--- src/rtl/aabbq_pkg.sv ---
// Package: shared types and codes of the box query pipeline
package aabbq_pkg;

    localparam int unsigned CoordW = 32;
    localparam int unsigned RadW   = 31;
    localparam int unsigned IdxW   = 3;

    // query kinds
    localparam logic [1:0] FUNC_BOX    = 2'd0;
    localparam logic [1:0] FUNC_RAY    = 2'd1;
    localparam logic [1:0] FUNC_SPHERE = 2'd2;
    localparam logic [1:0] FUNC_POINT  = 2'd3;

    // register indexes
    localparam logic [IdxW-1:0] REG_MIN_X = 3'd0;
    localparam logic [IdxW-1:0] REG_MIN_Y = 3'd1;
    localparam logic [IdxW-1:0] REG_MIN_Z = 3'd2;
    localparam logic [IdxW-1:0] REG_MAX_X = 3'd3;
    localparam logic [IdxW-1:0] REG_MAX_Y = 3'd4;
    localparam logic [IdxW-1:0] REG_MAX_Z = 3'd5;

    typedef struct packed {
        logic [1:0]               func;
        logic signed [CoordW-1:0] first_x;
        logic signed [CoordW-1:0] first_y;
        logic signed [CoordW-1:0] first_z;
        logic signed [CoordW-1:0] second_x;
        logic signed [CoordW-1:0] second_y;
        logic signed [CoordW-1:0] second_z;
        logic [RadW-1:0]          radius;
    } t_query;

    typedef struct packed {
        logic                     hit;
        logic signed [CoordW-1:0] ray_length;
    } t_result;

    typedef struct packed {
        logic [2:0][CoordW-1:0] lo;
        logic [2:0][CoordW-1:0] hi;
    } t_box;

    // after stage 1: differences and compare flags
    typedef struct packed {
        logic                   valid;
        logic [1:0]             func;
        logic                   bp_hit;
        logic [2:0][CoordW:0]   d_lo;
        logic [2:0][CoordW:0]   d_hi;
        logic [2:0][CoordW-1:0] inv;
        logic [2:0][CoordW-1:0] sph_d;
        logic [RadW-1:0]        radius;
    } t_s1;

    // after stage 2: raw products
    typedef struct packed {
        logic                     valid;
        logic [1:0]               func;
        logic                     bp_hit;
        logic [2:0][2*CoordW:0]   p_lo;
        logic [2:0][2*CoordW:0]   p_hi;
        logic [2:0][2*CoordW-1:0] sq;
        logic [2*RadW-1:0]        rsq;
    } t_s2;

    // after stage 3: ordered slabs and sphere flag
    typedef struct packed {
        logic                   valid;
        logic [1:0]             func;
        logic                   bp_hit;
        logic                   sph_hit;
        logic [2:0][CoordW-1:0] lo;
        logic [2:0][CoordW-1:0] hi;
    } t_s3;

endpackage

--- src/rtl/aabbq_front.sv ---
// Stage 1: corner differences, sphere distances and box/point compares
module aabbq_front (
    input  logic              i_clk,
    input  logic              i_rst_n,
    input  logic              i_valid,
    input  aabbq_pkg::t_query i_query,
    input  aabbq_pkg::t_box   i_box,
    output aabbq_pkg::t_s1    o_s1
);

    aabbq_pkg::t_s1 r_s1;
    aabbq_pkg::t_s1 n_s1;

    always_comb begin
        logic signed [31:0] a [3];
        logic signed [31:0] b [3];
        logic signed [31:0] lo;
        logic signed [31:0] hi;
        logic box_ok;
        logic pt_ok;
        a[0] = i_query.first_x;
        a[1] = i_query.first_y;
        a[2] = i_query.first_z;
        b[0] = i_query.second_x;
        b[1] = i_query.second_y;
        b[2] = i_query.second_z;
        box_ok = 1'b1;
        pt_ok  = 1'b1;
        n_s1.valid  = i_valid;
        n_s1.func   = i_query.func;
        n_s1.radius = i_query.radius;
        for (int i = 0; i < 3; i++) begin
            lo = $signed(i_box.lo[i]);
            hi = $signed(i_box.hi[i]);
            // slab differences, 33 bits
            n_s1.d_lo[i] = 33'($signed({lo[31], lo}) - $signed({a[i][31], a[i]}));
            n_s1.d_hi[i] = 33'($signed({hi[31], hi}) - $signed({a[i][31], a[i]}));
            n_s1.inv[i]  = b[i];
            // distance to the nearest face, zero inside the slab
            if (a[i] < lo) begin
                n_s1.sph_d[i] = 32'(33'($signed({lo[31], lo}) - $signed({a[i][31], a[i]})));
            end else if (a[i] > hi) begin
                n_s1.sph_d[i] = 32'(33'($signed({a[i][31], a[i]}) - $signed({hi[31], hi})));
            end else begin
                n_s1.sph_d[i] = '0;
            end
            if (!(hi > a[i] && lo < b[i])) box_ok = 1'b0;
            if (!(a[i] > lo && a[i] < hi)) pt_ok = 1'b0;
        end
        n_s1.bp_hit = (i_query.func == aabbq_pkg::FUNC_BOX) ? box_ok : pt_ok;
    end

    // advance stage register
    always_ff @(posedge i_clk) begin
        if (!i_rst_n) begin
            r_s1 <= '0;
        end else begin
            r_s1 <= n_s1;
        end
    end

    assign o_s1 = r_s1;

endmodule

--- config.mk ---
export PLATFORM = sky130hd
export DESIGN_NAME = aabbq_front
export DESIGN_NICKNAME = d
export VERILOG_FILES = /design/src/rtl/aabbq_pkg.sv /design/src/rtl/aabbq_front.sv
export SDC_FILE = /design/constraint.sdc
export NUM_CORES = 1
export LEC_CHECK = 0
export CAP_MARGIN = 0
export CORE_AREA = 5 5 329 331
export CTS_CLUSTER_DIAMETER = 30
export DETAILED_ROUTE_END_ITERATION = 10
export DIE_AREA = 0 0 334 336
export DONT_BUFFER_PORTS = 1
export PLACE_DENSITY = 0.42
export SYNTH_ARGS = -nofsm -noshare
export SYNTH_HDL_FRONTEND = slang
export SYNTH_SLANG_ARGS = --single-unit
--- constraint.sdc ---
create_clock -name i_clk -period 4.75 [get_ports i_clk]
set_input_delay 0.475 -clock i_clk [delete_from_list [all_inputs] [get_ports i_clk]]
set_output_delay 0.475 -clock i_clk [all_outputs]
set_load 0.02 [all_outputs]
* Yosys cells after proc, flatten, opt, wreduce, memory -nomap -nowiden
Index checks and enable logic that the tools add are counted. Widths: inputs -> output; s select.
Word-level totals: register bits 425, input bits 420, output and inout port bits 425, word-level logic and storage cells 63
Operators by class: add/sub/neg operators 9, magnitude comparators 18, multiplexer cells 13, reduce and logical (&&, ||, !) cells 7
Operator list (number):
- $gt 32x32->1 | 9
- $lt 32x32->1 | 9
- $sub 32x32->33 | 6
- $mux 32 | 6
- $sub 32x32->32 | 3
- $mux 1 | 7
- $logic_and 1x1->1 | 6
- $logic_not 2->1 | 1

* Depth between registers and ports, before layout
Gate-level depths: netlist of the first run.
depth after elaboration 6, gate-level depth with buffers 15, gate-level depth less buffers 13

* Least setup slack after synthesis of the first run
No wires, ideal clock.
path type input -> register, from in i_query[191] (netlist bit), to reg r_s1, in the netlist o_s1[41], setup time 0.128 ns, arrival time 2.901 ns, data required time 4.622 ns, path slack 1.721 ns, stages on the path 15, path buffers 2, cells stage by stage inv_1 > ha_1 > inv_1 > fa_1 > a21oi_1 > o21ai_0 > a21oi_1 > nor3_1 > o41ai_2 > o21ai_1 > and2_1 > buf_4 > buf_4 > a22oi_1 > nor2_1
Between the ends: longest elaborated chain between the ends 3, elaborated cells on any way between the ends 6, those cells by class 2 x add/sub; 2 x order compare; 2 x mux
RTL lines:
- start, declared | line aabbq_front.sv:6 | input aabbq_pkg::t_query i_query,
- $sub 32x32->32 / $gt 32x32->1 (equally long branches) | line aabbq_front.sv:43, aabbq_front.sv:42
- $mux 32 | line aabbq_front.sv:42 | end else if (a[i] > hi) begin
- $mux 32 (*) | line aabbq_front.sv:40 | if (a[i] < lo) begin
- end signal, assigned | line aabbq_front.sv:58 | r_s1 <= n_s1;
- end, declared | line aabbq_front.sv:11 | aabbq_pkg::t_s1 r_s1;
Mark *: on every way between the ends. The rest lies on a longest branch, timed or not. A chain may end at the register's enable or synchronous reset.

* Worst setup path in the final report of the first run
from in i_query[208] (netlist bit), to reg r_s1, in the netlist o_s1[38]
Between the ends: longest elaborated chain between the ends 3, elaborated cells on any way between the ends 4, those cells by class 2 x order compare; 2 x mux
RTL lines (line):
- $gt 32x32->1 | aabbq_front.sv:42
- $mux 32 | aabbq_front.sv:42
- $mux 32 (*) | aabbq_front.sv:40
Marked as above.

==> results of run 1 <==
-- cell usage in the layout (no fill, tap or decap), types with 43 or more instances in the layout --
cell type	synthesis	layout
clkbuf_16	0	138
nand2_1	211	211
inv_1	358	358
o21bai_1	49	49
nor3_1	78	78
ha_1	387	387
xor2_1	92	92
o21a_1	54	54
nor2_1	385	385
dfxtp_1	425	425
a21o_1	155	155
nand2b_1	43	43
dlygate4sd3_1	0	155
o21ai_0	148	148
nand4_1	58	58
xnor2_1	136	136
a21oi_1	334	334
and2_1	142	142
nand3_1	80	80
-- cells by family after synthesis --
family,count (synthesis)
buffers and inverters,533
xor gates and xnor gates,228
muxes,8
DFF,425
and+or+nand+nor,1162
AOI/OAI and AO/OA,1075
adders and majority gates,396
-- worst max-delay path: stages --
cell and delay, ns:
inv_1 0.05, ha_1 0.52, nand4_1 0.40, nor4_1 1.19, nand4_1 0.72, nand3_1 0.28, o21ai_1 0.29, and2_1 0.47
buf_4 0.26, a22oi_1 0.21, nor2_1 0.06
-- area by class of cell --
type,count,area share [%]
Sequential cell,425,22.36
Clock buffer,168,9.952
Inverter,360,3.572
Clock inverter,72,2.325
Timing Repair Buffer,197,4.993
Tap cell,1391,4.575
Multi-Input combinational cell,2869,52.22
-- through the flow --
step,hold WS [ns],instances,TNS (ns),setup slack [ns],util (%)
6_report,0.08530,5482,0,0.3487,36.29
5_1_grt,0.004707,5482,0,0.1044,36.29
4_1_cts,0.01065,5482,0,0.1108,36.29
3_5_place_dp,0.6036,5085,-1.070,-0.2310,30.31
3_3_place_gp,0.6011,5085,-0.5620,-0.2232,30.31
2_1_floorplan,0.5967,3827,0,1.721,-
-- synthesized netlist by cell type (33+ instances only) --
library cell	count
xor2_1	92
nor2_1	385
a211oi_1	39
nor3_1	78
nand2_1	211
a31oi_1	34
xnor2_1	136
and3_1	33
o21ai_0	148
o21a_1	54
o21bai_1	49
ha_1	387
nand4_1	58
nand2b_1	43
nand3_1	80
dfxtp_1	425
buf_2	33
inv_1	358
and2_1	142
clkbuf_1	119
a21o_1	155
nor2b_1	40
a21oi_1	334
-- metal layers --
layer	wire [µm]	share of wire [%]	GRT usage (%)	vias to the layer above
met2	70050	48	42.62	1268
met5	0	0	0	-
met1	60710	41	30.21	13770
met4	4250	2.9	7.335	0
li1	-	-	-	13680
met3	11850	8.1	7.187	215
-- worst min-delay path by stage --
stage,end,slack [ns],depth (start not counted),startpoint
floorplan,o_s1[127],0.60,1,i_query[95]
global placement,o_s1[127],0.60,1,i_query[95]
detailed placement,o_s1[127],0.60,1,i_query[95]
CTS,o_s1[10],0.01,1,i_rst_n
global route,o_s1[324],0.005,1,i_rst_n
finish,o_s1[222],0.09,2,i_query[62]
-- power by group through the flow --
stage	clock [mW]	combinational [mW]	sequential, mW
2_1_floorplan	0	2.41	4.72
3_3_place_gp	0	3.42	5.00
3_5_place_dp	0	3.39	4.98
4_1_cts	9.25	3.55	4.93
5_1_grt	9.50	3.91	4.93
6_report	9.11	3.59	4.91
-- repair_timing --
item | in CTS | in global routing
gates resized for setup | 0 | 0
hold buffers | 157 | 0
hold endpoints to repair | 215 | 0
==> key figures, run 1 <==
Outcome
  – Status: completed

Timing
  – Max-Slew Margin vs Limit: between 10% and 20%
  – Pins Over Slew Limit: 0
  – Tcrit/Tclk final: roughly 93%
  – Fmax: between 200 and 250 MHz
  – Worst-margin pin slew: between 1 and 1.5 ns
  – Setup-failing EPs final: 0
  – Final Hold Viols: 0
  – Crit path time final: 4.401 ns
  – RSZ-0062 raised after global routing: no

Yosys
  – Mux contribution to synthesized area: less than 1%
  – Syn nets: between 4000 and 5000
  – Post-Synth Adder-Cell Area: approximately 16%
  – Top-area cell type share of the netlist area: around 28%
  – Post-Synth XOR/XNOR Area: around 6.6%
  – Largest family of logic cells by synthesized area: compound AO/OA/AOI/OAI gates
  – Netlist cell types: 93
  – Compound-Gate Fraction of Synth Area: 23.27%
  – Seq/Total Area, Yosys: around 28%
  – Biggest area consumer among synthesized cells: dfxtp_1
  – Dominant synthesized flop cell: dfxtp_1
  – Syn Inst Count: 3827
  – Flops & latches, synth: 425
  – Yosys warns: 0
  – Syn Std Cell Area: ~0.030 mm²
  – Number of synthesized flops with an enable pin: 0
  – FFs w/ async S/R, synth: 0%
  – Synth Area in Simple Gates: 18.61%
  – Synth top area cells: dfxtp_1 (28%), ha_1 (16%), a21oi_1 (5.5%)
  – Syn_area_per_cell: just under 8 µm²

Setup path
  – Critical path class: primary input to flop
  – Critical-path maximum fanout: 11
  – Crit path required time: 5.32 ns
  – Setup crit start kind: primary input
  – Crit path capture type: flop
  – End of the critical path: o_s1[38]
  – Arr. time, crit path: 4.97 ns
  – Setup crit start: i_query[208]

Clock tree
  – Root buffer cell: clkbuf_16
  – TritonCTS Sinks: roughly 430
  – Clk slew on worst S/H paths: roughly 0.050 ns
  – CTS tree: yes
  – CTS max path bufs: 3
  – Htree depth: 4
  – # Post-CTS Setup Buffers: 0
  – CTS buffer count: about 130

GRT
  – Initial antenna violation count: 6
  – First-pass GRT wire length: between 200000 and 250000 µm
  – Vias in the first global route: slightly below 30000
  – Largest net degree at the start of global routing: 107
  – Grt total ovfl: 0
  – GRT Overall Usage: between 20% and 30%

Final layout
  – Layout cells sized above 1: under 10%
  – Final nets: about 4800
  – Largest register FFs: ~430
  – ANT cells: 0
  – Register Area: 0.008508 mm²
  – # fillers: 10890
  – Multi-input logic area: roughly 0.020 mm²
  – Design area: around 0.038 mm²
  – Area grow syn2layout: 24.89%

Floorplanning
  – Core outline area: 0.1048 mm²
  – DIE AREA: between 0.1 and 0.15 mm²
  – Die W: around 330 µm
  – IO Pins: about 850
  – Initial Utilization: between 20% and 30%
  – # rows: between 100 and 150
  – Die Ht: 336 µm

Pwr
  – Static Leak: about 18 nW
  – Clk pwr share: between 50 and 60%
  – Sw frac: roughly a third
  – Sequential share of power: 27.9%
  – Tot Pwr: 17.60 mW
  – Combinational power share: 20.4%
  – Pwr/cell area: 462.7 mW/mm²
  – VDD IR max: 0.3376 mV
  – Net Sw Power: 5.825 mW
  – Internal: approximately 12 mW

Route
  – Remaining antenna violation count: 0
  – Routed WL per cell: between 20 and 30 µm
  – Drc violations: 0
  – Vias per std cell: 5.278
  – Vias: just under 30000
  – TritonRoute pass-1 iters: 6
  – Final WL: between 100000 and 150000 µm
  – Initial DRC count: roughly 2000

Place
  – Placement Cell Area: around 0.032 mm²
  – Port bufs: 0
  – DP Wirelength: approximately 120000 µm
  – Placer Congestion: 0.9439

Min path
  – Hold WC Path Type: primary input to flop

Flow run
  – Max Cap Viol: 0
(Power assumes the default switching activity.)
==> run 2: changes to the inputs <==
Settings changed: ABC_AREA from default to 1, CORE_AREA 5 5 329 331 to 5 5 328 330, DIE_AREA 0 0 334 336 to 0 0 333 335, PLACE_DENSITY 0.42 to 0.44.
==> run 2 against run 1 <==
Net effect:
- critical path depth is 3 higher
- sequential power barely moved
- total power decreased by 7.2%
- largest power group unchanged
==> key figures, run 2 <==
Clock tree
  – Cts repair resizes: 0
  – TritonCTS Sinks: 425
  – CTS max path bufs: 3
  – Clk slew on worst S/H paths: 0.05 ns
  – CTS tree: yes
  – # Post-CTS Setup Buffers: 0
  – CTS buffer count: approximately 110
  – Htree depth: 3
  – Root buffer cell: clkbuf_16
  – Hold_buf cts: around 260

Floorplanning
  – Core outline area: ~0.10 mm²
  – Die W: roughly 330 µm
  – DIE AREA: 0.1116 mm²
  – Initial Utilization: a little under a third
  – IO Pins: roughly 850
  – # rows: roughly 120
  – Die Ht: around 340 µm

GRT
  – Initial antenna violation count: 10
  – Largest net degree at the start of global routing: roughly 200
  – Vias in the first global route: 33690
  – First-pass GRT wire length: roughly 230000 µm
  – Grt total ovfl: 0
  – GRT Overall Usage: approximately 28%

Route
  – Vias: roughly 34000
  – Routed WL per cell: ~25 µm
  – Final WL: around 170000 µm
  – Initial DRC count: approximately 2500
  – Remaining antenna violation count: 0
  – TritonRoute pass-1 iters: 6
  – Drc violations: 0
  – Vias per std cell: around 5.0

Pwr
  – Tot Pwr: about 16 mW
  – VDD IR max: between 0.2 and 0.3 mV
  – Static Leak: 19.92 nW
  – Pwr/cell area: between 400 and 500 mW/mm²

Yosys
  – Mux contribution to synthesized area: 0%
  – Largest family of logic cells by synthesized area: simple AND/OR/NAND/NOR gates
  – Commonest cells in the netlist: nand2_1 (1026), inv_1 (868), a21oi_1 (614)
  – Post-Synth Adder-Cell Area: approximately 16%
  – FFs w/ async S/R, synth: 0%
  – Seq/Total Area, Yosys: roughly a quarter
  – Number of synthesized flops with an enable pin: 0
  – Yosys warns: 0
  – Top-area cell type share of the netlist area: approximately a quarter
  – Post-Synth XOR/XNOR Area: between 3 and 4%
  – Syn_area_per_cell: approximately 6.5 µm²
  – Synth top area cells: dfxtp_1 (27%), ha_1 (15%), nand2_1 (12%)
  – Syn nets: 5755
  – Flops & latches, synth: approximately 430
  – Syn Std Cell Area: roughly 0.032 mm²
  – Biggest area consumer among synthesized cells: dfxtp_1
  – Netlist cell types: 49
  – Synth Area in Simple Gates: a little under a quarter
  – Compound-Gate Fraction of Synth Area: between 10% and 20%
  – Count leader, synth: nand2_1
  – Syn Inst Count: 4939
  – Dominant synthesized flop cell: dfxtp_1

Setup path
  – Cell mode on critical path: nor2_1
  – Critical-path maximum fanout: 3
  – Crit path cell chain: dlygate4sd3_1 > ha_1 > fa_1 > o21ai_0 > inv_1 > nor2_1 > nor2_1 > o21ai_0 > nand3_1 > nand3_1 > xnor2_1 > nand2_1 > nand2_1 > nor2_1
  – Slowest-stage cell, CP: dlygate4sd3_1
  – Crit-path leading delay family: compound AO/OA/AOI/OAI gates
  – Buffers plus inverters on the worst setup path: 2
  – Arr. time, crit path: roughly 3.8 ns
  – Crit path required time: approximately 5.3 ns
  – Crit path capture type: flop
  – Setup crit start kind: primary input
  – Max stage delay on crit path: 0.54 ns
  – Critical path class: primary input to flop

Place
  – Cells after DPL: between 6000 and 7000
  – Placer Congestion: roughly 1.0
  – DP Wirelength: between 100000 and 150000 µm
  – Port bufs: 0
  – Placement Cell Area: roughly 0.033 mm²

Timing
  – Setup-failing EPs final: 0
  – Max-Slew Margin vs Limit: a little under a quarter
  – RSZ-0062 raised after global routing: no
  – Pins Over Slew Limit: 0
  – Fmax: 314.4 MHz
  – Tcrit/Tclk final: 66.97%
  – Worst-margin pin slew: between 1 and 1.5 ns
  – Crit path time final: between 3 and 4 ns
  – Post-route setup TNS: 0 ns
  – Final Hold Viols: 0

Flow run
  – Max Cap Viol: 0

Min path
  – Hold path cells: 4
  – Hold WC Path Type: primary input to flop
  – Hold Path Sink: o_s1[96]
  – Hold Crit Start: i_rst_n

Final layout
  – # fillers: between 10000 and 15000
  – Layout cells sized above 1: 5.075%
  – Most frequent cells in the layout: nand2_1 (1026), inv_1 (867), a21oi_1 (614)
  – Finished Layout Cells: between 6000 and 7000
  – Final Core Density: 38.18%
  – Final nets: 6028
  – Largest register FFs: between 400 and 500
  – Commonest non-fill, non-tap cell in the layout: nand2_1
  – Design area: roughly 0.04 mm²
  – Area grow syn2layout: 24.33%

Outcome
  – Status: completed
==> run 2: logic make-up (layout without fill, tap and decap cells) <==
| logic type | count (synthesis) | count (layout) |
|---|---|---|
| DFF | 425 | 425 |
| xor gates and xnor gates | 119 | 119 |
| buffers and inverters | 990 | 1351 |
| adders and majority gates | 396 | 396 |
| AOI/OAI and AO/OA | 1145 | 1145 |
| and+or+nand+nor | 1864 | 1864 |
| other | 0 | 9 |
==> run 2: layout make-up <==
class                           count  area [µm²]  area share, %
Clock inverter                     69       943.4          2.364
Timing Repair Buffer              278        2773          6.948
Antenna cell                        9       22.52        0.05644
Clock buffer                      127        2893          7.249
Tap cell                         1391        1740          4.361
Inverter                          877        3294          8.255
Sequential cell                   425        8508          21.32
Multi-Input combinational cell   3524       19730          49.44
==> run 2: worst max-delay path by stage <==
stage                      start   endpoint  slack, ns  depth (start not counted)
detailed placement  i_query[175]   o_s1[82]       1.16                         13
finish              i_query[127]  o_s1[121]       1.57                         14
floorplan           i_query[159]   o_s1[91]       2.30                         20
global route        i_query[127]  o_s1[123]       1.44                         14
global placement    i_query[190]   o_s1[66]       1.08                         17
CTS                 i_query[127]  o_s1[121]       1.64                         14
==> run 2: power by group <==
part	switching, mW	internal [mW]
Clock	2.53	5.13
Sequential	0.867	4.01
Combinational	2.58	1.23
==> run 2: tightest hold or removal path: cells and delay by family <==
family	cells	cell delay [ns]
buffers and inverters	1	0.04
AO/OA/AOI/OAI	1	0.06
AND/OR/NAND/NOR	2	0.13
==> run 2: metrics by stage <==
| stage | setup WS [ns] | hold slack (ns) |
|---|---|---|
| floorplan | 2.296 | 0.5685 |
| global placement | 1.076 | 0.5687 |
| detailed placement | 1.163 | 0.5724 |
| CTS | 1.636 | 0.001612 |
| global route | 1.441 | 0.03740 |
| finish | 1.569 | 0.08200 |
==> run 2: routing by layer <==
| layer | global-route usage (%) | vias to the layer above | routed length (µm) | share of wire, % |
|---|---|---|---|---|
| met1 | 34.29 | 15720 | 68350 | 41 |
| met3 | 7.536 | 322 | 13560 | 8.1 |
| met2 | 47.84 | 1373 | 77120 | 46 |
| met5 | 0 | - | 40 | 0.024 |
| li1 | - | 16340 | - | - |
| met4 | 11.83 | 6 | 7725 | 4.6 |
