==> config.mk <==
export PLATFORM = sky130hd
export DESIGN_NAME = aabbq_post
export DESIGN_NICKNAME = d
export VERILOG_FILES = /design/src/rtl/aabbq_pkg.sv /design/src/rtl/aabbq_post.sv
export SDC_FILE = /design/constraint.sdc
export NUM_CORES = 1
export LEC_CHECK = 0
export ABC_AREA = 1
export BUFFER_PORTS_ARGS = -buffer_cell sky130_fd_sc_hd__buf_2
export CORE_AREA = 10 10 326 328
export CTS_CLUSTER_DIAMETER = 40
export CTS_CLUSTER_SIZE = 12
export DETAILED_ROUTE_END_ITERATION = 12
export DIE_AREA = 0 0 336 338
export GPL_TIMING_DRIVEN = 1
export PLACE_DENSITY = 0.49
export RECOVER_POWER = 100
export SLEW_MARGIN = 0
export SYNTH_ARGS = -nofsm -noshare
export SYNTH_HDL_FRONTEND = slang
export SYNTH_SLANG_ARGS = --single-unit
==> constraint.sdc <==
create_clock -name i_clk -period 7.7 [get_ports i_clk]
set_input_delay 1.54 -clock i_clk [delete_from_list [all_inputs] [get_ports i_clk]]
set_output_delay 1.54 -clock i_clk [all_outputs]
set_load 0.01 [all_outputs]
==> src/rtl/aabbq_pkg.sv <==
// Package: shared types and codes of the box query pipeline
package aabbq_pkg;

    localparam int unsigned CoordW = 32;
    localparam int unsigned RadW   = 31;
    localparam int unsigned IdxW   = 3;

    // query kinds
    localparam logic [1:0] FUNC_BOX    = 2'd0;
    localparam logic [1:0] FUNC_RAY    = 2'd1;
    localparam logic [1:0] FUNC_SPHERE = 2'd2;
    localparam logic [1:0] FUNC_POINT  = 2'd3;

    // register indexes
    localparam logic [IdxW-1:0] REG_MIN_X = 3'd0;
    localparam logic [IdxW-1:0] REG_MIN_Y = 3'd1;
    localparam logic [IdxW-1:0] REG_MIN_Z = 3'd2;
    localparam logic [IdxW-1:0] REG_MAX_X = 3'd3;
    localparam logic [IdxW-1:0] REG_MAX_Y = 3'd4;
    localparam logic [IdxW-1:0] REG_MAX_Z = 3'd5;

    typedef struct packed {
        logic [1:0]               func;
        logic signed [CoordW-1:0] first_x;
        logic signed [CoordW-1:0] first_y;
        logic signed [CoordW-1:0] first_z;
        logic signed [CoordW-1:0] second_x;
        logic signed [CoordW-1:0] second_y;
        logic signed [CoordW-1:0] second_z;
        logic [RadW-1:0]          radius;
    } t_query;

    typedef struct packed {
        logic                     hit;
        logic signed [CoordW-1:0] ray_length;
    } t_result;

    typedef struct packed {
        logic [2:0][CoordW-1:0] lo;
        logic [2:0][CoordW-1:0] hi;
    } t_box;

    // after stage 1: differences and compare flags
    typedef struct packed {
        logic                   valid;
        logic [1:0]             func;
        logic                   bp_hit;
        logic [2:0][CoordW:0]   d_lo;
        logic [2:0][CoordW:0]   d_hi;
        logic [2:0][CoordW-1:0] inv;
        logic [2:0][CoordW-1:0] sph_d;
        logic [RadW-1:0]        radius;
    } t_s1;

    // after stage 2: raw products
    typedef struct packed {
        logic                     valid;
        logic [1:0]               func;
        logic                     bp_hit;
        logic [2:0][2*CoordW:0]   p_lo;
        logic [2:0][2*CoordW:0]   p_hi;
        logic [2:0][2*CoordW-1:0] sq;
        logic [2*RadW-1:0]        rsq;
    } t_s2;

    // after stage 3: ordered slabs and sphere flag
    typedef struct packed {
        logic                   valid;
        logic [1:0]             func;
        logic                   bp_hit;
        logic                   sph_hit;
        logic [2:0][CoordW-1:0] lo;
        logic [2:0][CoordW-1:0] hi;
    } t_s3;

endpackage

==> src/rtl/aabbq_post.sv <==
// Stage 3: scale and saturate products, order slabs, sum sphere distances
module aabbq_post (
    input  logic           i_clk,
    input  logic           i_rst_n,
    input  aabbq_pkg::t_s2 i_s2,
    output aabbq_pkg::t_s3 o_s3
);

    aabbq_pkg::t_s3 r_s3;
    aabbq_pkg::t_s3 n_s3;

    // floor shift by 16, clamp to signed 32 bits
    function automatic logic [31:0] sat_slab(input logic [64:0] p);
        logic signed [64:0] s;
        s = $signed(p) >>> 16;
        if (s > 65'sd2147483647) begin
            sat_slab = 32'h7FFF_FFFF;
        end else if (s < -65'sd2147483648) begin
            sat_slab = 32'h8000_0000;
        end else begin
            sat_slab = s[31:0];
        end
    endfunction

    // truncating shift by 16, clamp to 0x7FFFFFFF
    function automatic logic [30:0] sat_sq(input logic [63:0] p);
        logic [47:0] s;
        s = p[63:16];
        if (|s[47:31]) begin
            sat_sq = 31'h7FFF_FFFF;
        end else begin
            sat_sq = s[30:0];
        end
    endfunction

    always_comb begin
        logic signed [31:0] t0;
        logic signed [31:0] t1;
        logic signed [33:0] acc;
        n_s3.valid  = i_s2.valid;
        n_s3.func   = i_s2.func;
        n_s3.bp_hit = i_s2.bp_hit;
        acc = $signed({3'b000, sat_sq({2'b00, i_s2.rsq})});
        for (int i = 0; i < 3; i++) begin
            t0 = $signed(sat_slab(i_s2.p_lo[i]));
            t1 = $signed(sat_slab(i_s2.p_hi[i]));
            n_s3.lo[i] = (t0 < t1) ? t0 : t1;
            n_s3.hi[i] = (t0 < t1) ? t1 : t0;
            acc = acc - $signed({3'b000, sat_sq(i_s2.sq[i])});
        end
        n_s3.sph_hit = (acc > 34'sd0);
    end

    // advance stage register
    always_ff @(posedge i_clk) begin
        if (!i_rst_n) begin
            r_s3 <= '0;
        end else begin
            r_s3 <= n_s3;
        end
    end

    assign o_s3 = r_s3;

endmodule

Word-level counts from Yosys, hierarchy flattened
Index checks and enable logic that the tools add are counted.
Cells by class
  order comparisons: 16
  multiplexer cells: 22
  add/sub/neg operators: 3
  reductions and logical operators: 4
Operator list (count)
  2-to-1 mux 32 bit: 18
  > comparator 49 x 32 -> 1 bit (second input constant): 6
  less-than comparator 49 x 32 -> 1 bit (second input constant): 6
  2-to-1 mux 31 bit: 4
  less-than comparator 32 bit: 3
  OR reduction 17 bit: 3
  > comparator 34 x 1 -> 1 bit (second input constant): 1
  subtractor 33 x 32 -> 34 bit: 1
  subtractor 32 x 32 -> 33 bit: 1
  subtractor 31 x 31 -> 32 bit: 1
  OR reduction 15 bit: 1
Word-level totals
  logic and storage cells: 55
  output and inout bits: 197
  register bits after elaboration: 197

Depth between registers and ports, before layout
Gate-level depths: netlist of the first run.
  word-level depth: 6
  gate-level depth with buffers: 38

Worst setup path after synthesis of the first run
OpenSTA, ideal clock, no wires.
  kind: in2reg
  start point: in i_s2[112] (netlist name)
  end point: reg r_s3 (netlist bit o_s3[192])
  arrival: 6.708 ns
  stages: 34
  setup slack: 0.876 ns
  cell sequence: or4_1 > nor3_1 > nand4_1 > or2_2 > ha_1 > fa_1 > o21ai_0 > a21oi_1 > nor4_1 > nor2_1 > o21ai_0 > nand2_1 > nand2_1 > nand2_1 > nand2_1 > nand2_1 > nand2_1 > nand2_1 > nand2_1 > nand2_1 > xor2_1 > fa_1 > inv_1 > ha_1 > a21oi_1 > o21ai_0 > a211oi_1 > nand3_1 > a21oi_1 > nand2_1 > nor2_1 > nand3_1 > o21ai_0 > nor2_1
On the way
  word-level cells in the longest chain between the ends: 6
RTL lines
  start, declared: line aabbq_post.sv:5  | input aabbq_pkg::t_s2 i_s2,
  OR reduction 17 bit: line aabbq_post.sv:29  | if (|s[47:31]) begin
  2-to-1 mux 31 bit: line aabbq_post.sv:29
  subtractor 31 x 31 -> 32 bit: line aabbq_post.sv:49  | acc = acc - $signed({3'b000, sat_sq(i_s2.sq[i])});
  subtractor 32 x 32 -> 33 bit: line aabbq_post.sv:49
  subtractor 33 x 32 -> 34 bit: line aabbq_post.sv:49
  > comparator 34 x 1 -> 1 bit: line aabbq_post.sv:51  | n_s3.sph_hit = (acc > 34'sd0);
  end signal, assigned: line aabbq_post.sv:59  | r_s3 <= n_s3;
  end, declared: line aabbq_post.sv:9  | aabbq_pkg::t_s3 r_s3;
Every way passes these cells.
A chain may end at the register's enable or synchronous reset.

Worst setup path in the final report of the first run
  start point: in i_s2[273] (netlist name)
  end point: reg r_s3 (netlist bit o_s3[28])
On the way
  word-level cells in the longest chain between the ends: 5
  elaborated cells between the ends (all ways): 6
  classes of those cells: order compare (3); mux (3)
RTL lines
  less-than comparator 49 x 32 -> 1 bit: line aabbq_post.sv:18  | end else if (s < -65'sd2147483648) begin
  2-to-1 mux 32 bit: line aabbq_post.sv:18
  2-to-1 mux 32 bit (*): line aabbq_post.sv:16  | if (s > 65'sd2147483647) begin
  less-than comparator 32 bit: line aabbq_post.sv:48  | n_s3.hi[i] = (t0 < t1) ? t1 : t0;
  2-to-1 mux 32 bit (*): line aabbq_post.sv:48
Every way passes the cells marked *; elsewhere a longest branch is shown, timed or not.

==> run_results.csv, run 1 <==
group,metric,value,unit
status,run_status,"finished with violations",
status,violations,"capacitance limit, slew limit",
sta,finalMaxSlewViolations,147,
layout,final_util,24.0,%
sta,final_period_minus_worst_setup_slack,7.08,ns
sta,min_period_over_period,92.0,%
layout,largest_reg_flops,197,
routing,post_drt_antenna_nets,0,
layout,syn2layout_area_growth,27.4,%
floorplanning,floorplan.die_area,114000,sq um
flow_run,max_cap_violations,2,
setup_path,worst_setup_path_class,"primary input to flip-flop",
setup_path,worstPathCellList,"clkbuf_1 -> nand4_1 -> nor2_1 -> nand2_1 -> clkinv_1 -> nand2_1 -> nand2_1 -> nand3_1 -> o21ai_0 -> inv_1 -> ha_1 -> a21oi_1 -> nor2_1 -> a211oi_1 -> o221a_2 -> nand2_1 -> nand2_1 -> nand2_1 -> nand2_1 -> clkbuf_2 -> nand3_1 -> nand2_1 -> nor2_1",
power,ratio_of_total_power_to_cell_area,139,nW/um^2
layout,nNetsFinal,4556,
routing,wl_per_cell,18.6,um
routing,drt_pre_antenna_iters,9,
power,switching_share,39.6,%
synth,synth.lib_cells_used.distinct,51,
sta,max_freq,141,MHz
grt,grt.total_usage,15.7,%
setup_path,timing.critical_path.from,"i_s2[273]",
synth,synth_nets,3931,
place,place.gp.congestion,0.941,
grt,number_of_antenna_violations_at_the_first_check_in_global_routing,22,
setup_path,crit_top_cell,"nand2_1",
routing,detailroute.via_count,21700,
power,clock_power_share,31.2,%
sta,grt_setup_unrepaired,"no",
synth,ys_seq_elements,197,
power,p_leak,13.0,nW
synth,yosys.area.top_type,"dfxtp_1",
worst_hold_path,worst_hold_path_type,"primary input to flip-flop",
setup_path,critical_path.endpoint_type,"flip-flop",
sta,tns,0,ns
power,power_report.internal_total,2.00,mW
setup_path,critPathSlowestCell,"nand2_1",
grt,grt_first_pass_wirelength,135,mm
worst_hold_path,hp-start,"i_s2[644]",
layout,finalNonFillerCells,5038,
synth,ys_top_cells_by_area,"dfxtp_1 21%, nor2_1 12%, ha_1 10%",
sta,worst-slew-pin-transition,3.80,ns
grt,grt_start_max_net_pins,75,
clock_network,clock_pin_slew_worst_setup_and_hold_paths,0.09,ns
routing,route.detailed.drc,0,
synth,syn_std_cell_area,18800,sq um
setup_path,highest_fanout_seen_on_the_critical_path,35,
floorplanning,floorplan.die.height,338,um
floorplanning,core_area,99600,sq um
clock_network,cts_buffers,17,
sta,fin_worst_hold_slack,1.23,ns
clock_network,cts_max_level,4,
floorplanning,dieWidth,336,um
routing,route.detailed.vias_per_inst,4.30,
clock_network,tritoncts,"yes",
synth,synth-warning-count,0,
place,placement.io_buffers,686,
floorplanning,num_rows,116,
synth,post_synth.cell_area_avg,6.07,sq um
layout,filler_cell_count,11500,
clock_network,total_of_cells_resized_after_clock_tree_synthesis,0,
clock_network,cts_sinks,197,
layout,design_area,23900,sq um
place,dp_hpwl,78.6,mm
setup_path,setup.worst_path.end,"o_s3[28]$_SDFF_PN0_",
grt,first_global_vias,21500,
layout,layout-drive-gt1-share,18.6,%
setup_path,arr_time_crit_path,7.46,ns
floorplanning,initial_standard_cell_utilization_of_the_core,18.9,%
place,placement.cell_area,23600,sq um
grt,globalRouteOverflowTotal,0,
power,p_sw,1.31,mW
routing,wirelength,93.5,mm
power,fin_total_pwr,3.32,mW
setup_path,cpPeakStageDelay,1.03,ns
synth,synth_largest_type_area_fraction,21.0,%
power,worst_ir_drop_vdd,184,uV
synth,synthCells,3092,
sta,rel_slew_slack,-154,%
clock_network,max-clock-path-buffers,2,
clock_network,clockRootBuffer,"clkbuf_16",
setup_path,cp.required,8.08,ns
sta,finalSetupViolations,0,
power,pwr-share-comb,33.2,%
clock_network,cts_setup_buffers,0,
power,seq_power_share,35.5,%
sta,hold_viol,0,
sta,setup_slack,0.619,ns
place,number_of_placed_instances_taps_included,4996,
routing,initialDrtViolationCount,1387,
place,dp_slack,0.0812,ns
synth,yosysSeqAreaShare,21.0,%
setup_path,crit_path_start_kind,"primary input",
clock_network,cts.hold.buffers_added,0,
floorplanning,io_pins,847,
-- layout make-up --
class / count / area (sq um) / area share, %
multi-input cells: 2252 / 12200 / 51.1
flip-flops and latches: 197 / 3940 / 16.5
repair buffers: 733 / 3540 / 14.8
inverters: 516 / 1940 / 8.09
well taps: 1298 / 1620 / 6.79
clock buffers: 17 / 425 / 1.78
clock inverters: 14 / 204 / 0.852
diodes: 11 / 27.5 / 0.115
-- worst min-delay path by stage --
stage | to | slack, ns | cells after the start
floorplan | o_s3[193]$_SDFF_PN0_ | 1.64 | 2
global placement | o_s3[195]$_SDFF_PN0_ | 1.72 | 3
detailed placement | o_s3[196]$_SDFF_PN0_ | 1.73 | 3
CTS | o_s3[196]$_SDFF_PN0_ | 1.17 | 3
global route | o_s3[193]$_SDFF_PN0_ | 1.21 | 3
finish | o_s3[193]$_SDFF_PN0_ | 1.23 | 3
-- placed cells by master, fill, tap and decap left out, types with 14 or more instances in the layout --
cell       netlist  layout
nor2_1         600     600
nand2_1        522     527
inv_1          508     509
buf_2           32     486
nand3_1        238     243
o21ai_0        229     229
clkbuf_1        65     206
dfxtp_1        197     197
ha_1           157     157
a21oi_1        114     114
or2_2           88      88
nand4_1         35      35
buf_4           16      35
xnor2_1         33      33
fa_1            32      32
xor2_1          25      25
nor3_1          22      22
nor2_2          20      20
nor4_1          17      17
clkbuf_16        0      17
nand3b_1        14      14
-- logic make-up (layout without fill, tap and decap cells) --
group                      count (synthesis)  count (layout)  synth area share [%]
and+or+nand+nor                         1594            1594                  36.9
buffers and inverters                    643            1280                  13.7
AOI/OAI and AO/OA                        411             411                  11.9
DFF                                      197             197                  21.0
adders and majority gates                189             189                  13.9
xor gates and xnor gates                  58              58                  2.70
other                                      0              11                     0
-- synth_stat cells (all sizes together) --
master	instances
a31o	1
a21o	10
nor3	22
a41oi	1
and2	4
inv	515
a21oi	114
o31ai	1
clkinv	1
nor4	17
or4	3
o21a	7
nand3	246
and3	5
nor2b	1
nor2	620
xnor2	33
a211oi	10
o221ai	6
o211ai	4
clkbuf	65
xor2	25
a31oi	6
a21boi	4
o21ai	236
dfxtp	197
a221oi	1
or2	88
fa	32
buf	62
nor3b	1
o221a	3
o21bai	7
ha	157
nand4	35
nand3b	14
nand2	537
nor4b	1
-- critical path, delay by kind of cell --
kind,cells,cell delay (ns)
buffers and inverters,4,0.83
adder cells (fa/ha/maj),1,0.31
AO/OA/AOI/OAI,4,1.13
AND/OR/NAND/NOR,14,3.63
-- power groups by stage --
stage	clock network [mW]	logic [mW]	registers, mW
after floorplan	0	0.568	1.26
after global placement	0	1.15	1.20
after detailed placement	0	1.15	1.20
after CTS	1.09	1.15	1.18
after global routing	1.12	1.24	1.19
final	1.04	1.10	1.18
-- routing by layer --
layer	GRT usage, %	up-vias	wire length [um]
met1	18.4	9819	39300
met2	26.9	768	44200
met3	4.77	117	7390
met4	5.28	18	2460
met5	0	-	112
li1	-	11000	-
No activity file was read; power rests on OpenSTA's default activity.
==> run 2, diff against run 1 <==
--- a/config.mk
+++ b/config.mk
@@ -5,15 +5,15 @@
 export SDC_FILE = /design/constraint.sdc
 export NUM_CORES = 1
 export LEC_CHECK = 0
-export ABC_AREA = 1
+export ABC_AREA = 0
 export BUFFER_PORTS_ARGS = -buffer_cell sky130_fd_sc_hd__buf_2
-export CORE_AREA = 10 10 326 328
+export CORE_AREA = 10 10 318 320
 export CTS_CLUSTER_DIAMETER = 40
 export CTS_CLUSTER_SIZE = 12
 export DETAILED_ROUTE_END_ITERATION = 12
-export DIE_AREA = 0 0 336 338
+export DIE_AREA = 0 0 328 330
 export GPL_TIMING_DRIVEN = 1
-export PLACE_DENSITY = 0.49
+export PLACE_DENSITY = 0.47
 export RECOVER_POWER = 100
 export SLEW_MARGIN = 0
 export SYNTH_ARGS = -nofsm -noshare
==> run_results.csv, run 2 <==
group,metric,value,unit
clock_network,clock_pin_slew_worst_setup_and_hold_paths,0.10,ns
floorplanning,num_rows,113,
synth,post_synth.cell_area_avg,7.60,sq um
setup_path,cp.required,8.11,ns
power,p_leak,11.2,nW
clock_network,max-clock-path-buffers,2,
layout,layout.cells.most_common,"buf_2",
synth,synthArstFlopShare,0,%
synth,yosys.area.top_type,"dfxtp_1",
grt,globalRouteOverflowTotal,0,
sta,finalSetupViolations,0,
routing,drt_pre_antenna_iters,5,
floorplanning,initial_standard_cell_utilization_of_the_core,17.1,%
setup_path,critPathSlowestCell,"or4_4",
grt,grt_start_max_net_pins,190,
sta,finalMaxSlewViolations,307,
floorplanning,floorplan.die.height,330,um
setup_path,cpPeakStageDelay,0.45,ns
layout,largest_reg_flops,197,
routing,detailroute.via_count,18100,
clock_network,cts_buffers,17,
grt,grt.total_usage,14.6,%
clock_network,cts_max_level,4,
floorplanning,core_area,94600,sq um
synth,synth_nets,2970,
power,ratio_of_total_power_to_cell_area,139,nW/um^2
routing,wl_per_cell,19.9,um
place,number_of_placed_instances_taps_included,4165,
grt,grt_first_pass_wirelength,118,mm
setup_path,highest_fanout_seen_on_the_critical_path,3,
synth,yosys.cell_count.top_type,"nand2_1",
setup_path,setup.worst_path.end,"o_s3[192]$_SDFF_PN0_",
grt,first_global_vias,18200,
synth,yosysSeqAreaShare,24.4,%
layout,finalNonFillerCells,4206,
routing,post_drt_antenna_nets,0,
layout,nNetsFinal,3758,
clock_network,cts_sinks,197,
floorplanning,io_pins,847,
setup_path,worst_setup_path_class,"primary input to flip-flop",
layout,design_area,22900,sq um
routing,route.detailed.vias_per_inst,4.31,
clock_network,clockRootBuffer,"clkbuf_16",
worst_hold_path,hp-start,"i_s2[647]",
place,dp_slack,-0.859,ns
setup_path,arr_time_crit_path,8.09,ns
sta,grt_setup_unrepaired,"yes",
clock_network,tritoncts,"yes",
synth,synth.lib_cells_used.distinct,74,
sta,setup_slack,0.0142,ns
place,place.gp.congestion,0.871,
routing,route.detailed.drc,0,
worst_hold_path,worst_hold_path_type,"primary input to flip-flop",
layout,syn2layout_area_growth,41.4,%
synth,synth_ff_type,"dfxtp_1",
place,placement.cell_area,22500,sq um
floorplanning,dieWidth,328,um
sta,hold_viol,0,
setup_path,timing.critical_path.from,"i_s2[110]",
synth,synth_largest_type_area_fraction,24.4,%
routing,wirelength,83.6,mm
sta,final_period_minus_worst_setup_slack,7.69,ns
grt,number_of_antenna_violations_at_the_first_check_in_global_routing,25,
synth,ys_top_cells_by_area,"dfxtp_1 24%, ha_1 12%, nand2_1 5.9%",
layout,mostFrequentLayoutCells,"488 x buf_2, 253 x nand2_1, 206 x clkbuf_1",
synth,synth.top_cells.by_count,"253 x nand2_1, 197 x dfxtp_1, 157 x ha_1",
routing,initialDrtViolationCount,993,
layout,layout-drive-gt1-share,27.2,%
synth,synth_edf_count,0,
status,run_status,"finished with violations",
synth,synth-warning-count,0,
flow_run,max_cap_violations,2,
floorplanning,floorplan.die_area,108000,sq um
sta,worst-slew-pin-transition,4.94,ns
power,worst_ir_drop_vdd,129,uV
setup_path,crit_path_start_kind,"primary input",
sta,min_period_over_period,99.8,%
synth,synthCells,2131,
setup_path,critical_path.endpoint_type,"flip-flop",
sta,max_freq,130,MHz
synth,ys_seq_elements,197,
sta,rel_slew_slack,-230,%
status,violations,"capacitance limit, slew limit",
place,placement.io_buffers,686,
synth,syn_std_cell_area,16200,sq um
place,dp_hpwl,71.5,mm
## run 2: cell types whose count changed in the layout (fill, tap and decap cells not counted), sizes merged, moves of 14 or more
cell	before	now
nor2	620	146
inv	523	143
nand2	537	253
buf	524	682
nand3	246	120
nand2b	0	119
a21o	10	119
mux2i	0	87
o21ai	236	155
or2	88	33
nor4	17	45
nor2b	1	22
nand4	35	51
a21oi	114	128
## run 2: layer usage
| metal | routed length [um] | global-route usage, % |
|---|---|---|
| met1 | 34800 | 16.9 |
| met2 | 39800 | 25.1 |
| met3 | 6930 | 5.19 |
| met4 | 1900 | 4.54 |
| met5 | 149 | 0 |
## run 2: cells by family (layout without fill, tap and decap cells)
logic type,after synthesis,in the layout,share of synthesized area [%]
simple gates,846,846,25.8
buf+inv,258,1059,6.15
other cells,0,9,0
fa+ha+maj,189,189,16.1
mux,87,87,5.38
xor+xnor,38,38,2.06
compound gates,516,516,20.1
flops,197,197,24.4
## run 2: repair_timing
item | 4_1_cts | 5_1_grt
setup endpoints to repair | 1 | 1
cloned | 0 | 0
setup buffers | 0 | 0
gates resized for setup | 13 | 16
pin swaps | 3 | 4
hold buffers | 0 | 0
## run 2: report_power, final
group | internal (mW) | switching, mW | leakage [nW]
clock network | 0.452 | 0.560 | 0.300
registers | 1.16 | 0.0494 | 1.65
logic | 0.376 | 0.597 | 9.21
## run 2: worst max-delay path, delay by kind of cell
family / cells / cell delay [ns]
AO/OA/AOI/OAI: 10 / 1.70
AND/OR/NAND/NOR: 14 / 3.35
adder cells (fa/ha/maj): 4 / 1.11
buffers and inverters: 3 / 0.37
## run 2: worst min-delay path by stage
stage,to,depth (start not counted)
3_5_place_dp,o_s3[196]$_SDFF_PN0_,2
5_1_grt,o_s3[195]$_SDFF_PN0_,2
3_3_place_gp,o_s3[196]$_SDFF_PN0_,2
6_report,o_s3[196]$_SDFF_PN0_,2
4_1_cts,o_s3[196]$_SDFF_PN0_,2
2_1_floorplan,o_s3[193]$_SDFF_PN0_,1
## run 2: area by class of cell
type	instances	area, sq um
Fill cell	10700	71700
Multi-Input combinational cell	1676	11500
Timing Repair Buffer	892	4720
Sequential cell	197	3940
Tap cell	1265	1580
Inverter	135	507
Clock buffer	18	439
Clock inverter	14	174
Antenna cell	9	22.5
## run 2: metrics by stage
step	hold slack [ns]	setup TNS (ns)	total power, mW	util, %
global route	1.21	-1.46	3.39	24.2
CTS	1.18	-0.0866	3.30	24.5
finish	1.23	0	3.19	24.2
detailed placement	1.75	-0.859	2.26	23.7
floorplan	1.67	0	1.72	-
global placement	1.75	-0.829	2.25	23.7
==> run 3, diff against run 2 <==
--- a/config.mk
+++ b/config.mk
@@ -12,7 +12,7 @@
 export CTS_CLUSTER_SIZE = 12
 export DETAILED_ROUTE_END_ITERATION = 12
 export DIE_AREA = 0 0 328 330
-export GPL_TIMING_DRIVEN = 1
+export GPL_TIMING_DRIVEN = 0
 export PLACE_DENSITY = 0.47
 export RECOVER_POWER = 100
 export SLEW_MARGIN = 0
==> run_results.csv, run 3 (synthesis results as in run 2) <==
group,metric,value,unit
routing,drt_pre_antenna_iters,7,
flow_run,max_cap_violations,0,
power,ratio_of_total_power_to_cell_area,149,nW/um^2
grt,grt_first_pass_wirelength,128,mm
floorplanning,num_rows,113,
layout,nNetsFinal,3679,
sta,min_period_over_period,106,%
sta,final_period_minus_worst_setup_slack,8.19,ns
grt,globalRouteOverflowTotal,0,
routing,route.detailed.drc,0,
grt,first_global_vias,18800,
clock_network,cts.hold.buffers_added,0,
status,violations,"setup timing",
grt,grt_start_max_net_pins,26,
setup_path,crit_path_start_kind,"primary input",
layout,largest_reg_flops,197,
sta,grt_setup_unrepaired,"yes",
clock_network,clockRootBuffer,"clkbuf_16",
setup_path,critPathSlowestCell,"or4_4",
clock_network,cts_sinks,197,
layout,mostFrequentLayoutCells,"494 x buf_2, 299 x clkbuf_1, 252 x nand2_1",
setup_path,cp.required,8.09,ns
layout,layout-drive-gt1-share,21.6,%
setup_path,count_of_buffer_and_inverter_cells_on_the_critical_path,4,
sta,max_freq,122,MHz
floorplanning,core_area,94600,sq um
sta,worst-slew-pin-transition,1.22,ns
routing,route.detailed.vias_per_inst,4.43,
routing,wirelength,91.4,mm
place,place.gp.congestion,0.903,
clock_network,cts_max_level,4,
floorplanning,io_pins,847,
sta,fin_worst_hold_slack,1.23,ns
grt,number_of_antenna_violations_at_the_first_check_in_global_routing,33,
setup_path,highest_fanout_seen_on_the_critical_path,6,
place,dp_hpwl,79.3,mm
sta,hold_viol,0,
floorplanning,initial_standard_cell_utilization_of_the_core,17.1,%
floorplanning,dieWidth,328,um
layout,layout.cells.most_common,"buf_2",
floorplanning,floorplan.die.height,330,um
routing,post_drt_antenna_nets,0,
status,run_status,"finished with violations",
worst_hold_path,worst_hold_path_type,"primary input to flip-flop",
layout,final_util,23.2,%
power,p_leak,10.4,nW
setup_path,worst_setup_path_class,"primary input to flip-flop",
layout,filler_cell_count,10800,
floorplanning,floorplan.die_area,108000,sq um
routing,wl_per_cell,22.1,um
clock_network,clock_pin_slew_worst_setup_and_hold_paths,0.10,ns
sta,setup_slack,-0.491,ns
clock_network,tritoncts,"yes",
sta,finalMaxSlewViolations,0,
power,worst_ir_drop_vdd,166,uV
setup_path,critical_path.endpoint_type,"flip-flop",
setup_path,cpPeakStageDelay,0.55,ns
clock_network,cts_buffers,17,
sta,rel_slew_slack,18.3,%
setup_path,arr_time_crit_path,8.59,ns
clock_network,max-clock-path-buffers,2,
layout,syn2layout_area_growth,35.7,%
sta,finalSetupViolations,5,
place,placement.io_buffers,685,
grt,grt.total_usage,16.1,%
setup_path,critical_path.top_delay_family,"simple AND/OR/NAND/NOR gates",
routing,detailroute.via_count,18300,
routing,initialDrtViolationCount,1138,
-- run 3: through the flow --
stage	worst slack (ns)	total power, mW	area, sq um	setup TNS [ns]	std cells
final	-0.491	3.28	22000	-1.10	4131
after global routing	-0.733	3.47	21900	-17.28	4122
after CTS	-0.464	3.38	22100	-0.464	4115
after detailed placement	-1.61	2.29	21200	-29.00	4081
after global placement	-1.72	2.29	21200	-24.86	4081
after floorplan	0.00666	1.72	16200	0	2131
-- run 3: timing repair --
| action | CTS | global route |
|---|---|---|
| gates resized for setup | 34 | 17 |
| setup buffers | 3 | 3 |
| pin swaps | 11 | 16 |
| setup endpoints to repair | 14 | 2 |
| gates cloned | 0 | 0 |
-- run 3: layout make-up --
type,count,area (sq um),area share (%)
diodes,13,32.5,0.148
clock inverters,15,241,1.10
multi-input cells,1676,11500,52.4
flip-flops and latches,197,3940,18.0
repair buffers,691,3230,14.7
inverters,135,507,2.31
clock buffers,17,425,1.94
plain buffers,122,503,2.29
well taps,1265,1580,7.20
-- run 3: power breakdown --
part           switching [mW]  internal [mW]
logic                   0.664          0.359
registers              0.0468           1.16
clock network           0.585          0.469
-- run 3: routing by layer --
metal,share of wire [%],vias up,GRT usage (%)
li1,-,8927,-
met1,41,8496,18.7
met2,48,769,28.4
met3,8.5,101,5.05
met4,2.1,24,3.65
met5,0.19,-,0
-- run 3: final timing paths --
kind,from,cells after the start,endpoint
worst min-delay path,i_s2[644],2,o_s3[193]$_SDFF_PN0_
worst max-delay path,i_s2[125],29,o_s3[192]$_SDFF_PN0_
